<file path="config.mk">
export PLATFORM = sky130hd
export DESIGN_NAME = simplex_separating_axis_test_top
export DESIGN_NICKNAME = d
export VERILOG_FILES = /design/src/rtl/ssat_pkg.sv /design/src/rtl/ssat_dp.sv /design/src/rtl/ssat_ctrl.sv /design/src/rtl/simplex_separating_axis_test_top.sv
export SDC_FILE = /design/constraint.sdc
export NUM_CORES = 2
export LEC_CHECK = 0
export BUFFER_PORTS_ARGS = -buffer_cell sky130_fd_sc_hd__buf_2
export CORE_MARGIN = 5
export CORE_UTILIZATION = 50
export CTS_CLUSTER_DIAMETER = 80
export DETAILED_ROUTE_END_ITERATION = 8
export HOLD_SLACK_MARGIN = 0.12
export PLACE_DENSITY = 0.74
export SYNTH_ARGS = -nofsm -noshare
export SYNTH_HDL_FRONTEND = slang
export SYNTH_SLANG_ARGS = --single-unit
</file>
<file path="constraint.sdc">
create_clock -name clk_i -period 23.5 [get_ports clk_i]
set_input_delay 4.7 -clock clk_i [delete_from_list [all_inputs] [get_ports clk_i]]
set_output_delay 4.7 -clock clk_i [all_outputs]
set_load 0.01 [all_outputs]
</file>
<file path="src/rtl/ssat_pkg.sv">
// shared constants, widths, index tables and command/status structs
// for the simplex separating axis test; used by every rtl file
package ssat_pkg;

  localparam int COORD_BITS = 8;                    // stored bits per coordinate
  localparam int IN_W       = 8;                    // port width of a coordinate
  localparam int VW         = COORD_BITS + 1;       // vertex difference
  localparam int AW         = 2 * COORD_BITS + 3;   // axis component
  localparam int PW         = AW + VW;              // one projection product
  localparam int DW         = PW + 2;               // dot product
  localparam int VTX_W      = 3 * COORD_BITS;       // one stored vertex

  // edge end points, first end then second end
  localparam logic [1:0] EDGE_END [6][2] = '{
    '{2'd1, 2'd0}, '{2'd2, 2'd0}, '{2'd2, 2'd1},
    '{2'd3, 2'd0}, '{2'd3, 2'd1}, '{2'd3, 2'd2}
  };

  // facet corner points
  localparam logic [1:0] FACET_PT [4][3] = '{
    '{2'd0, 2'd1, 2'd2}, '{2'd1, 2'd2, 2'd3},
    '{2'd0, 2'd2, 2'd3}, '{2'd0, 2'd1, 2'd3}
  };

  typedef struct packed {
    logic       wr_en;
    logic [2:0] wr_addr;
    logic [2:0] rd_addr0;
    logic [2:0] rd_addr1;
    logic       lat_a;
    logic       lat_b;
    logic       x1;
    logic       x2;
    logic       proj_issue;
    logic       share_issue;
    logic       share_clr;
    logic       tri_mode;
  } cmd_t;

  typedef struct packed {
    logic axis_zero;
    logic sep;
  } sts_t;

endpackage

</file>
<file path="src/rtl/ssat_dp.sv">
// datapath: vertex memory, edge vectors, three shared multipliers,
// projection pipeline and range decision; depends on ssat_pkg
module ssat_dp (
  input  logic                    clk_i,
  input  logic                    rst_ni,
  input  ssat_pkg::cmd_t          cmd_i,
  input  logic [ssat_pkg::IN_W-1:0] coord_x_i,
  input  logic [ssat_pkg::IN_W-1:0] coord_y_i,
  input  logic [ssat_pkg::IN_W-1:0] coord_z_i,
  output ssat_pkg::sts_t          sts_o
);
  import ssat_pkg::*;

  logic [VTX_W-1:0] mem [8];
  logic [VTX_W-1:0] rd0_q, rd1_q;

  logic signed [VW-1:0] va_q [3];
  logic signed [VW-1:0] vb_q [3];
  logic signed [AW-1:0] axis_q [3];
  logic signed [PW-1:0] t_q [3];
  logic signed [PW-1:0] prod_q [3];
  logic signed [AW-1:0] opa [3];
  logic signed [VW-1:0] opb [3];
  logic signed [PW-1:0] prod [3];
  logic signed [DW-1:0] dot_q;
  logic signed [DW-1:0] dots_q [8];
  logic signed [DW-1:0] lo1_q, hi1_q, lo2_q, hi2_q, plane;

  logic       pv1_q, pv2_q, pv3_q, sv1_q;
  logic [2:0] pidx1_q, pidx2_q, pidx0_q;
  logic [3:0] sidx0_q;
  logic [3:0] match_q;
  logic       p_used;
  logic [2:0] n1, n2, least, shared;

  function automatic logic signed [VW-1:0] coord(input logic [VTX_W-1:0] v, input int k);
    return $signed({1'b0, v[k*COORD_BITS +: COORD_BITS]});
  endfunction

  // memory write and registered reads
  always_ff @(posedge clk_i) begin
    if (cmd_i.wr_en) begin
      mem[cmd_i.wr_addr] <= {coord_z_i[COORD_BITS-1:0], coord_y_i[COORD_BITS-1:0],
                             coord_x_i[COORD_BITS-1:0]};
    end
    rd0_q <= mem[cmd_i.rd_addr0];
    rd1_q <= mem[cmd_i.rd_addr1];
  end

  always_ff @(posedge clk_i or negedge rst_ni) begin
    if (!rst_ni) begin
      pv1_q <= 1'b0;
      pv2_q <= 1'b0;
      pv3_q <= 1'b0;
      sv1_q <= 1'b0;
    end else begin
      pv1_q <= cmd_i.proj_issue;
      pv2_q <= pv1_q;
      pv3_q <= pv2_q;
      sv1_q <= cmd_i.share_issue;
    end
  end

  // operand select for the shared multipliers
  always_comb begin
    for (int k = 0; k < 3; k++) begin
      if (pv1_q) begin
        opa[k] = axis_q[k];
        opb[k] = coord(rd0_q, k);
      end else if (cmd_i.x2) begin
        opa[k] = AW'(va_q[(k + 2) % 3]);
        opb[k] = vb_q[(k + 1) % 3];
      end else begin
        opa[k] = AW'(va_q[(k + 1) % 3]);
        opb[k] = vb_q[(k + 2) % 3];
      end
      prod[k] = opa[k] * opb[k];
    end
  end

  always_ff @(posedge clk_i) begin
    pidx0_q <= cmd_i.rd_addr0;
    pidx1_q <= pidx0_q;
    pidx2_q <= pidx1_q;
    sidx0_q <= {cmd_i.rd_addr0[1:0], cmd_i.rd_addr1[1:0]};
    for (int k = 0; k < 3; k++) begin
      if (cmd_i.lat_a) va_q[k] <= coord(rd0_q, k) - coord(rd1_q, k);
      if (cmd_i.lat_b) vb_q[k] <= coord(rd0_q, k) - coord(rd1_q, k);
      if (cmd_i.x1) t_q[k] <= prod[k];
      if (cmd_i.x2) axis_q[k] <= AW'(t_q[k] - prod[k]);
      if (pv1_q) prod_q[k] <= prod[k];
    end
    if (pv2_q) dot_q <= DW'(prod_q[0]) + DW'(prod_q[1]) + DW'(prod_q[2]);
    if (pv3_q) begin
      dots_q[pidx2_q] <= dot_q;
      if (!pidx2_q[2]) begin
        if (p_used) begin
          if (pidx2_q[1:0] == 2'd0 || dot_q < lo1_q) lo1_q <= dot_q;
          if (pidx2_q[1:0] == 2'd0 || dot_q > hi1_q) hi1_q <= dot_q;
        end
      end else begin
        if (pidx2_q[1:0] == 2'd0 || dot_q < lo2_q) lo2_q <= dot_q;
        if (pidx2_q[1:0] == 2'd0 || dot_q > hi2_q) hi2_q <= dot_q;
      end
    end
    if (cmd_i.share_clr) begin
      match_q <= '0;
    end else if (sv1_q && rd0_q == rd1_q) begin
      match_q[sidx0_q[3:2]] <= 1'b1;
    end
  end

  assign p_used = !(cmd_i.tri_mode && pidx2_q[1:0] == 2'd3);

  // range decision
  always_comb begin
    plane  = (hi1_q == lo2_q) ? hi1_q : hi2_q;
    n1     = '0;
    n2     = '0;
    shared = '0;
    for (int i = 0; i < 4; i++) begin
      if (!(cmd_i.tri_mode && i == 3)) begin
        if (dots_q[i] == plane) n1 = n1 + 3'd1;
        if (match_q[i]) shared = shared + 3'd1;
      end
      if (dots_q[i + 4] == plane) n2 = n2 + 3'd1;
    end
    least = (n1 < n2) ? n1 : n2;
    sts_o.axis_zero = (axis_q[0] == '0) && (axis_q[1] == '0) && (axis_q[2] == '0);
    if (hi1_q < lo2_q || hi2_q < lo1_q) begin
      sts_o.sep = 1'b1;
    end else if (hi1_q > lo2_q && hi2_q > lo1_q) begin
      sts_o.sep = 1'b0;
    end else begin
      sts_o.sep = (least == shared);
    end
  end

endmodule

</file>
<file path="src/rtl/ssat_ctrl.sv">
// controller: handshakes, axis sequencing, memory addressing and result
// register; drives the datapath through cmd_t, depends on ssat_pkg
module ssat_ctrl (
  input  logic           clk_i,
  input  logic           rst_ni,
  input  logic           in_valid_i,
  output logic           in_ready_o,
  input  logic [2:0]     slot_i,
  input  logic           first_is_triangle_i,
  input  logic           go_i,
  output logic           out_valid_o,
  input  logic           out_ready_i,
  output logic           disjoint_o,
  output ssat_pkg::cmd_t cmd_o,
  input  ssat_pkg::sts_t sts_i
);
  import ssat_pkg::*;

  localparam logic [3:0] S_IDLE    = 4'd0;
  localparam logic [3:0] S_SHARE   = 4'd1;
  localparam logic [3:0] S_SHARE_D = 4'd2;
  localparam logic [3:0] S_AX_A    = 4'd3;
  localparam logic [3:0] S_AX_B    = 4'd4;
  localparam logic [3:0] S_AX_L    = 4'd5;
  localparam logic [3:0] S_X1      = 4'd6;
  localparam logic [3:0] S_X2      = 4'd7;
  localparam logic [3:0] S_CHK     = 4'd8;
  localparam logic [3:0] S_FB_A    = 4'd9;
  localparam logic [3:0] S_FB_L    = 4'd10;
  localparam logic [3:0] S_PROJ    = 4'd11;
  localparam logic [3:0] S_DRAIN   = 4'd12;
  localparam logic [3:0] S_DECIDE  = 4'd13;

  localparam logic [1:0] PH_FP   = 2'd0;
  localparam logic [1:0] PH_FQ   = 2'd1;
  localparam logic [1:0] PH_EDGE = 2'd2;

  logic [3:0] state_q, state_d;
  logic [3:0] cnt_q, cnt_d;
  logic [1:0] phase_q, phase_d;
  logic [1:0] fi_q, fi_d;
  logic [2:0] ei_q, ei_d, ej_q, ej_d;
  logic       fb_q, fb_d, tri_q, tri_d;
  logic       out_valid_q, out_valid_d, disjoint_q, disjoint_d;
  logic       in_acc, last_axis;
  logic [1:0] nx_phase, nx_fi;
  logic [2:0] nx_ei, nx_ej;
  logic [2:0] base;

  assign in_ready_o  = (state_q == S_IDLE) && !(go_i && out_valid_q);
  assign in_acc      = in_valid_i && in_ready_o;
  assign out_valid_o = out_valid_q;
  assign disjoint_o  = disjoint_q;

  // next axis in the sequence
  always_comb begin
    nx_phase  = phase_q;
    nx_fi     = fi_q;
    nx_ei     = ei_q;
    nx_ej     = ej_q;
    last_axis = 1'b0;
    unique case (phase_q)
      PH_FP: begin
        if (tri_q || fi_q == 2'd3) begin
          nx_phase = PH_FQ;
          nx_fi    = 2'd0;
        end else begin
          nx_fi = fi_q + 2'd1;
        end
      end
      PH_FQ: begin
        if (fi_q == 2'd3) begin
          nx_phase = PH_EDGE;
          nx_ei    = 3'd0;
          nx_ej    = 3'd0;
        end else begin
          nx_fi = fi_q + 2'd1;
        end
      end
      default: begin
        if (ej_q == 3'd5) begin
          nx_ej = 3'd0;
          nx_ei = ei_q + 3'd1;
          last_axis = (ei_q == (tri_q ? 3'd2 : 3'd5));
        end else begin
          nx_ej = ej_q + 3'd1;
        end
      end
    endcase
  end

  assign base = (phase_q == PH_FQ) ? 3'd4 : 3'd0;

  // memory read addresses and datapath commands by state
  always_comb begin
    cmd_o             = '0;
    cmd_o.tri_mode    = tri_q;
    cmd_o.wr_en       = in_acc && !go_i;
    cmd_o.wr_addr     = slot_i;
    cmd_o.share_clr   = in_acc && go_i;
    cmd_o.lat_a       = (state_q == S_AX_B);
    cmd_o.lat_b       = (state_q == S_AX_L) || (state_q == S_FB_L);
    cmd_o.x1          = (state_q == S_X1);
    cmd_o.x2          = (state_q == S_X2);
    cmd_o.proj_issue  = (state_q == S_PROJ);
    cmd_o.share_issue = (state_q == S_SHARE);
    priority case (state_q)
      S_SHARE: begin
        cmd_o.rd_addr0 = {1'b0, cnt_q[3:2]};
        cmd_o.rd_addr1 = {1'b1, cnt_q[1:0]};
      end
      S_PROJ: begin
        cmd_o.rd_addr0 = cnt_q[2:0];
      end
      S_FB_A: begin
        cmd_o.rd_addr0 = {1'b0, EDGE_END[ei_q][0]};
        cmd_o.rd_addr1 = {1'b1, EDGE_END[ej_q][0]};
      end
      S_AX_A: begin
        if (phase_q == PH_EDGE) begin
          cmd_o.rd_addr0 = {1'b0, EDGE_END[ei_q][0]};
          cmd_o.rd_addr1 = {1'b0, EDGE_END[ei_q][1]};
        end else begin
          cmd_o.rd_addr0 = base | {1'b0, FACET_PT[fi_q][1]};
          cmd_o.rd_addr1 = base | {1'b0, FACET_PT[fi_q][0]};
        end
      end
      default: begin
        if (phase_q == PH_EDGE) begin
          cmd_o.rd_addr0 = {1'b1, EDGE_END[ej_q][0]};
          cmd_o.rd_addr1 = {1'b1, EDGE_END[ej_q][1]};
        end else begin
          cmd_o.rd_addr0 = base | {1'b0, FACET_PT[fi_q][2]};
          cmd_o.rd_addr1 = base | {1'b0, FACET_PT[fi_q][0]};
        end
      end
    endcase
  end

  always_comb begin
    state_d     = state_q;
    cnt_d       = cnt_q;
    phase_d     = phase_q;
    fi_d        = fi_q;
    ei_d        = ei_q;
    ej_d        = ej_q;
    fb_d        = fb_q;
    tri_d       = tri_q;
    out_valid_d = out_valid_q && !out_ready_i;
    disjoint_d  = disjoint_q;
    unique case (state_q)
      S_IDLE: begin
        if (in_acc && go_i) begin
          state_d = S_SHARE;
          tri_d   = first_is_triangle_i;
          cnt_d   = '0;
          phase_d = PH_FP;
          fi_d    = '0;
          ei_d    = '0;
          ej_d    = '0;
          fb_d    = 1'b0;
        end
      end
      S_SHARE: begin
        cnt_d = cnt_q + 4'd1;
        if (cnt_q == 4'd15) state_d = S_SHARE_D;
      end
      S_SHARE_D: state_d = S_AX_A;
      S_AX_A:    state_d = S_AX_B;
      S_AX_B:    state_d = S_AX_L;
      S_AX_L:    state_d = S_X1;
      S_X1:      state_d = S_X2;
      S_X2:      state_d = S_CHK;
      S_FB_A:    state_d = S_FB_L;
      S_FB_L:    state_d = S_X1;
      S_CHK: begin
        cnt_d = '0;
        if (sts_i.axis_zero && phase_q == PH_EDGE && !fb_q) begin
          state_d = S_FB_A;
          fb_d    = 1'b1;
        end else if (sts_i.axis_zero && phase_q == PH_EDGE) begin
          fb_d = 1'b0;
          if (last_axis) begin
            state_d     = S_IDLE;
            out_valid_d = 1'b1;
            disjoint_d  = 1'b0;
          end else begin
            state_d = S_AX_A;
            phase_d = nx_phase;
            fi_d    = nx_fi;
            ei_d    = nx_ei;
            ej_d    = nx_ej;
          end
        end else begin
          state_d = S_PROJ;
        end
      end
      S_PROJ: begin
        cnt_d = cnt_q + 4'd1;
        if (cnt_q == 4'd7) begin
          state_d = S_DRAIN;
          cnt_d   = '0;
        end
      end
      S_DRAIN: begin
        cnt_d = cnt_q + 4'd1;
        if (cnt_q == 4'd2) state_d = S_DECIDE;
      end
      S_DECIDE: begin
        fb_d = 1'b0;
        if (sts_i.sep || last_axis) begin
          state_d     = S_IDLE;
          out_valid_d = 1'b1;
          disjoint_d  = sts_i.sep;
        end else begin
          state_d = S_AX_A;
          phase_d = nx_phase;
          fi_d    = nx_fi;
          ei_d    = nx_ei;
          ej_d    = nx_ej;
        end
      end
      default: state_d = S_IDLE;
    endcase
  end

  always_ff @(posedge clk_i or negedge rst_ni) begin
    if (!rst_ni) begin
      state_q     <= S_IDLE;
      cnt_q       <= '0;
      phase_q     <= PH_FP;
      fi_q        <= '0;
      ei_q        <= '0;
      ej_q        <= '0;
      fb_q        <= 1'b0;
      tri_q       <= 1'b0;
      out_valid_q <= 1'b0;
      disjoint_q  <= 1'b0;
    end else begin
      state_q     <= state_d;
      cnt_q       <= cnt_d;
      phase_q     <= phase_d;
      fi_q        <= fi_d;
      ei_q        <= ei_d;
      ej_q        <= ej_d;
      fb_q        <= fb_d;
      tri_q       <= tri_d;
      out_valid_q <= out_valid_d;
      disjoint_q  <= disjoint_d;
    end
  end

  a_go_starts: assert property (@(posedge clk_i) disable iff (!rst_ni)
    (in_acc && go_i) |=> (state_q == S_SHARE))
    else $error("go transfer did not start the test");

  a_result_src: assert property (@(posedge clk_i) disable iff (!rst_ni)
    $rose(out_valid_q) |-> ($past(state_q) == S_DECIDE || $past(state_q) == S_CHK))
    else $error("result raised outside a decision step");

  a_proj_cnt: assert property (@(posedge clk_i) disable iff (!rst_ni)
    (state_q == S_PROJ) |-> (cnt_q < 4'd8))
    else $error("projection count out of range");

  a_fb_edge: assert property (@(posedge clk_i) disable iff (!rst_ni)
    fb_q |-> (phase_q == PH_EDGE))
    else $error("fallback axis outside edge pairs");

endmodule

</file>
<file path="src/rtl/simplex_separating_axis_test_top.sv">
// top level of the simplex separating axis test
// joins ssat_ctrl and ssat_dp; depends on ssat_pkg
//
// usage: load vertices with go=0 (slot 0-3 first simplex, 4-7 second
// tetrahedron), then send go=1 to get one disjoint bit. a load transfer
// is accepted whenever the block is idle, also while a result waits. a
// go transfer is held off while the previous result is still waiting. a
// test runs a shared-vertex scan, then for each axis tried memory reads,
// a cross product on three shared multipliers, an eight-vertex projection
// pipeline and a decision; a parallel edge pair tries a fallback axis,
// and a pair whose fallback axis is also zero is skipped. it stops at the
// first separating axis, after at most 44 axes. vertices that were never
// loaded give an unspecified answer
module simplex_separating_axis_test_top (
  input  logic                      clk_i,
  input  logic                      rst_ni,
  input  logic                      in_valid_i,
  output logic                      in_ready_o,
  input  logic [2:0]                slot_i,
  input  logic [ssat_pkg::IN_W-1:0] coord_x_i,
  input  logic [ssat_pkg::IN_W-1:0] coord_y_i,
  input  logic [ssat_pkg::IN_W-1:0] coord_z_i,
  input  logic                      first_is_triangle_i,
  input  logic                      go_i,
  output logic                      out_valid_o,
  input  logic                      out_ready_i,
  output logic                      disjoint_o
);
  import ssat_pkg::*;

  // command and status between controller and datapath
  cmd_t cmd;
  sts_t sts;

  // sequencing, handshakes and result register
  ssat_ctrl u_ctrl (
    .clk_i               (clk_i),
    .rst_ni              (rst_ni),
    .in_valid_i          (in_valid_i),
    .in_ready_o          (in_ready_o),
    .slot_i              (slot_i),
    .first_is_triangle_i (first_is_triangle_i),
    .go_i                (go_i),
    .out_valid_o         (out_valid_o),
    .out_ready_i         (out_ready_i),
    .disjoint_o          (disjoint_o),
    .cmd_o               (cmd),
    .sts_i               (sts)
  );

  // vertex memory and arithmetic
  ssat_dp u_dp (
    .clk_i     (clk_i),
    .rst_ni    (rst_ni),
    .cmd_i     (cmd),
    .coord_x_i (coord_x_i),
    .coord_y_i (coord_y_i),
    .coord_z_i (coord_z_i),
    .sts_o     (sts)
  );

endmodule

</file>
# After elaboration in Yosys (flattened, before gate mapping)
# Memories as Yosys holds them, arrays and structs flattened. A register that Yosys moved wholly into a read port is not among the register bits.
# Index checks and enable logic that the tools add are counted.
# op_classes
mux	121
shift	0
reduce_logical	48
add_sub_neg	21
eq_ne	44
div	0
n_mul	3
n_bitwise	9
magnitude_cmp	14
# ops
operator	n
equality test 30 bit	9
> comparator 30 bit	4
less-than comparator 30 bit	4
two-way mux 19 bit	6
multiplier 19 x 9 -> 28 bit	3
two-way mux 3 bit	27
zero test 19 bit	3
subtractor 19 bit	3
two-way mux 9 bit	6
one-hot mux 4 bit (13 select lines)	1
two-way mux 4 bit	12
two-way mux 1 bit	33
adder 29 x 28 -> 30 bit	1
two-way mux 2 bit	15
two-way mux 30 bit	1
adder 28 x 28 -> 29 bit	1
equality test 4 bit, second input constant	7
subtractor 8 x 8 -> 9 bit	3
adder 3 x 1 -> 3 bit, second input constant	8
equality test 24 bit	1
two-way mux 6 bit	4
one-hot mux 3 bit (4 select lines)	2
equality test 4 x 3 -> 1 bit, second input constant	5
one-hot mux 3 bit (3 select lines)	2
44 further kinds	99
# totals
latch_bits	0
word_cells	293
memories	9
regBits	193
ram_bits	711
rom_bits	64
out_inout_bits	3
inputBits	33
# mem_list
name	depth	word_bits	rd	rd_clocked_by_memory_dff	wr	line	rtl
u_dp.dots_q	8	30	8	0	1	ssat_dp.sv:26	logic signed [DW-1:0] dots_q [8];
u_dp.mem	8	24	2	2	1	ssat_dp.sv:14	logic [VTX_W-1:0] mem [8];
u_dp.prod_q	3	28	3	0	3	ssat_dp.sv:21	logic signed [PW-1:0] prod_q [3];
u_dp.t_q	3	28	3	0	3	ssat_dp.sv:20	logic signed [PW-1:0] t_q [3];
u_dp.axis_q	3	19	3	0	3	ssat_dp.sv:19	logic signed [AW-1:0] axis_q [3];
(name not given)	8	4	1	0	0	ssat_ctrl.sv:116	cmd_o.rd_addr0 = {1'b0, EDGE_END[ei_q][0]};
+3 memories	n/a	n/a	n/a	n/a	n/a	n/a	

# Longest topological paths before layout
# depth
ltp_word	19
depth_mapped	36
depth_no_buf	34

# By module
# A second synthesis with hierarchy kept.
# hier_totals
cells_unflattened	5434
hier_area_um2	63957.6
# by_module_without_submodules
mod	seq_area_each_um2	area_per_inst_um2	instances	cells_each
ssat_dp	26365.3	61849.3	1	5175
ssat_ctrl	550.5	2108.3	1	259

# Worst setup path after synthesis
# No wires, ideal clock.
# synth_timing
path_kind	input -> output
from	in go_i
to	out in_ready_o
n_path_buf	0
stages	1
arrival_time_ns	4.975
required_time_ns	18.800
path_slack_ns	13.825
path_cell_list	a21oi_1
# synth_between
elab_chain_cells	3
# synth_rtl
item	line	rtl
start: declaration	simplex_separating_axis_test_top.sv:24	input logic go_i,
logical AND 1 bit	ssat_ctrl.sv:50	assign in_ready_o = (state_q == S_IDLE) && !(go_i && out_valid_q);
zero test 1 bit	ssat_ctrl.sv:50	
logical AND 1 bit	ssat_ctrl.sv:50	
end: declaration	simplex_separating_axis_test_top.sv:18	output logic in_ready_o,
# No other way between the ends.

# Worst setup path after layout
# Same ends and word-level chain as after synthesis.

==> impl_metrics.yaml <==
logic_synthesis:
  ys_warn_count: 0
  synth_cell_types: 93
  synth_area_leaders: "edfxtp_1 39%, fa_1 14%, ha_1 9.4%"
  synth-seq-cells: 921
  synth_most_common_cell: "edfxtp_1"
  avgSynthCellArea_um2: 10.54
  yosysTopAreaCell: "edfxtp_1"
  synth_common_cells: "834 x edfxtp_1, 704 x nor2_1, 700 x inv_1, 622 x nand2_1, 486 x ha_1"
  syn-num-nets: 7110
  synth_area_mm2: 0.06465
  synth_cells: 6136
  synthFlopType: "edfxtp_1"
  synth_edf_count: 834
  synth_top_area_share_pct: 38.74
  synth_seq_area_share_pct: 41.63
  postSynth.asyncResetShare_pct: 2.823
worst_setup_path:
  worst-setup-path-type: "input port to output port"
  crit_path_top_delay_cell: "a21oi_1"
  cpMostUsedCell: "buf_2"
  path_buf_inv: 2
  critPathMaxFanout: 4
  crit_family: "buffers and inverters"
  critPathRequiredTime_ns: 18.80
  startpoint_type: "input port"
  crit_arrival_ns: 5.17
  worstSetupEndpointType: "output port"
  crit_chain: "buf_2, a21oi_1, buf_2"
  cpPeakStageDelay_ns: 0.19
clocking:
  post-cts-setup-buffer-count: 0
  cts-resized-gates: 0
  cts_hold_buf: 0
  clock-root-buffer: "clkbuf_16"
  cts.sinks: 921
  cts_tree: "yes"
  clk_latency_ns: 0.73
  cts_max_level: 3
  clkSlewWorstSetupHoldPaths_ns: 0.06
  clk_path_buf_depth: 3
  cts_buffers: 96
placed_design:
  numPortBuffers: 35
  globalplace.congestion: 1.014
  dp_hpwl_mm: 132.9
  dpl_cell_area_mm2: 0.06734
  dp.cells: 7838
sta:
  whs_ns: 0.3327
  slew_violations: 0
  fin_skew_ns: 0.05789
  max-slew-margin-rel_pct: 13.76
  hold_viol_final: 0
  final-setup-viol-count: 0
  setup_tns_ns: 0
  rsz0062_at_grt: "no"
  worstMarginPinSlew_ns: 1.282
  fmax_ghz: 0.1014
  min_period_ns: 9.866
  finalCritPeriodShare_pct: 41.98
drt:
  via_per_inst: 5.867
  drtAntennaViolNets: 0
  drc: 0
  drt-total-wl_mm: 182.3
  firstDrtPassIters: 6
  via_count: 47045
  drtIter0Drc: 4912
  routedWlPerCell_um: 22.74
layout:
  design_area_mm2: 0.07061
  area_growth_syn_to_layout_pct: 9.216
  drive_gt1_share_pct: 6.135
  multi_input_area_mm2: 0.03458
  fillerInstances: 10894
  register_area_mm2: 0.02692
  final_cells: 8018
  nets: 7168
global_route:
  grt_pass1_vias: 46754
  grt_pass1_wl_mm: 277.3
  grt_usage_pct: 26.54
  antenna_found_initial: 7
  grt_start_max_net_pins: 98
  grt_overflow: 0
floorplanning:
  placementRows: 132
  initial_core_util_pct: 50.12
  die_area_mm2: 0.1366
  core-area_mm2: 0.1290
  dieWidth_um: 369.6
  pin_count: 36
  dieHeight_um: 369.6
worst_hold_path:
  min_path_type: "flop to flop"
run:
  maxCapViolCount: 0
run_status:
  outcome: "completed"
final timing paths:
| path | from | slack [ns] | depth (start not counted) | to |
|---|---|---|---|---|
| hold reg to reg | u_dp.pidx1_q[2] | 0.33 | 0 | u_dp.pidx2_q[2] |
| hold / removal | u_dp.pidx1_q[2] | 0.33 | 0 | u_dp.pidx2_q[2] |
| max in group asynchronous | rst_ni | 18.90 | 1 | u_dp.pv1_q |
| min in group asynchronous | rst_ni | 4.03 | 1 | u_ctrl.ei_q[2] |
| setup / recovery | go_i | 13.63 | 3 | in_ready_o |
| setup reg to reg | u_ctrl.state_q[3] | 13.67 | 32 | u_dp.axis_q[0][18] |
worst register-to-register path: cells and delay by family (launching register included):
family	cells	cell delay [ns]
and+or+nand+nor	6	1.39
adders and majority gates	7	3.03
DFF	1	0.56
buffers and inverters	8	2.04
xor gates and xnor gates	2	0.46
AOI/OAI and AO/OA	9	2.07
flip-flops by register name, summed over array words and instances, names as in the netlist, 57 cells and up:
register	cells
u_dp.axis_q	57
u_dp.dots_q	240
u_dp.mem	192
u_dp.prod_q	84
u_dp.t_q	57
layout make-up:
cell class / count / share of cell area (%)
multi-input cells: 4324 / 48.97
flip-flops and latches: 921 / 38.12
inverters: 702 / 3.735
clock buffers: 112 / 3.590
well taps: 1742 / 3.087
repair buffers: 149 / 1.460
clock inverters: 67 / 1.033
diodes: 1 / 0.003544
cells in the final DEF (no fill, tap or decap), drive strengths merged, types with 180 or more instances in the layout:
master	count
edfxtp	834
inv	711
nor2	705
nand2	622
ha	486
fa	455
o21ai	272
xnor2	247
a21oi	203
xor2	180
cell families (layout without fill, tap and decap cells):
| kind of cell | after synthesis | after routing | synth area share (%) |
|---|---|---|---|
| and+or+nand+nor | 1970 | 1970 | 13.68 |
| adders and majority gates | 941 | 941 | 23.49 |
| AOI/OAI and AO/OA | 928 | 928 | 9.245 |
| DFF | 921 | 921 | 41.63 |
| buffers and inverters | 891 | 1030 | 5.198 |
| xor gates and xnor gates | 429 | 429 | 5.856 |
| muxes | 56 | 56 | 0.8960 |
| other | 0 | 1 | 0 |
stage by stage:
stage               worst slack, ns  utilization (%)
floorplan                     13.82                -
global placement              13.63            52.21
detailed placement            13.63            52.21
CTS                           13.63            54.74
global route                  12.89            54.74
finish                        13.63            54.74
per-layer routing:
metal  wire, µm  GRT usage, %  up-vias
met5         26             0        -
met4       8298         10.31        4
met3      17340         5.171      496
met2      86220         44.22     2340
met1      70470         34.46    23110
li1           -             -    21095
Power is left out: the tool's default activity adds up to more than one toggle a clock period on the data nets, which glitch-free logic cannot reach.
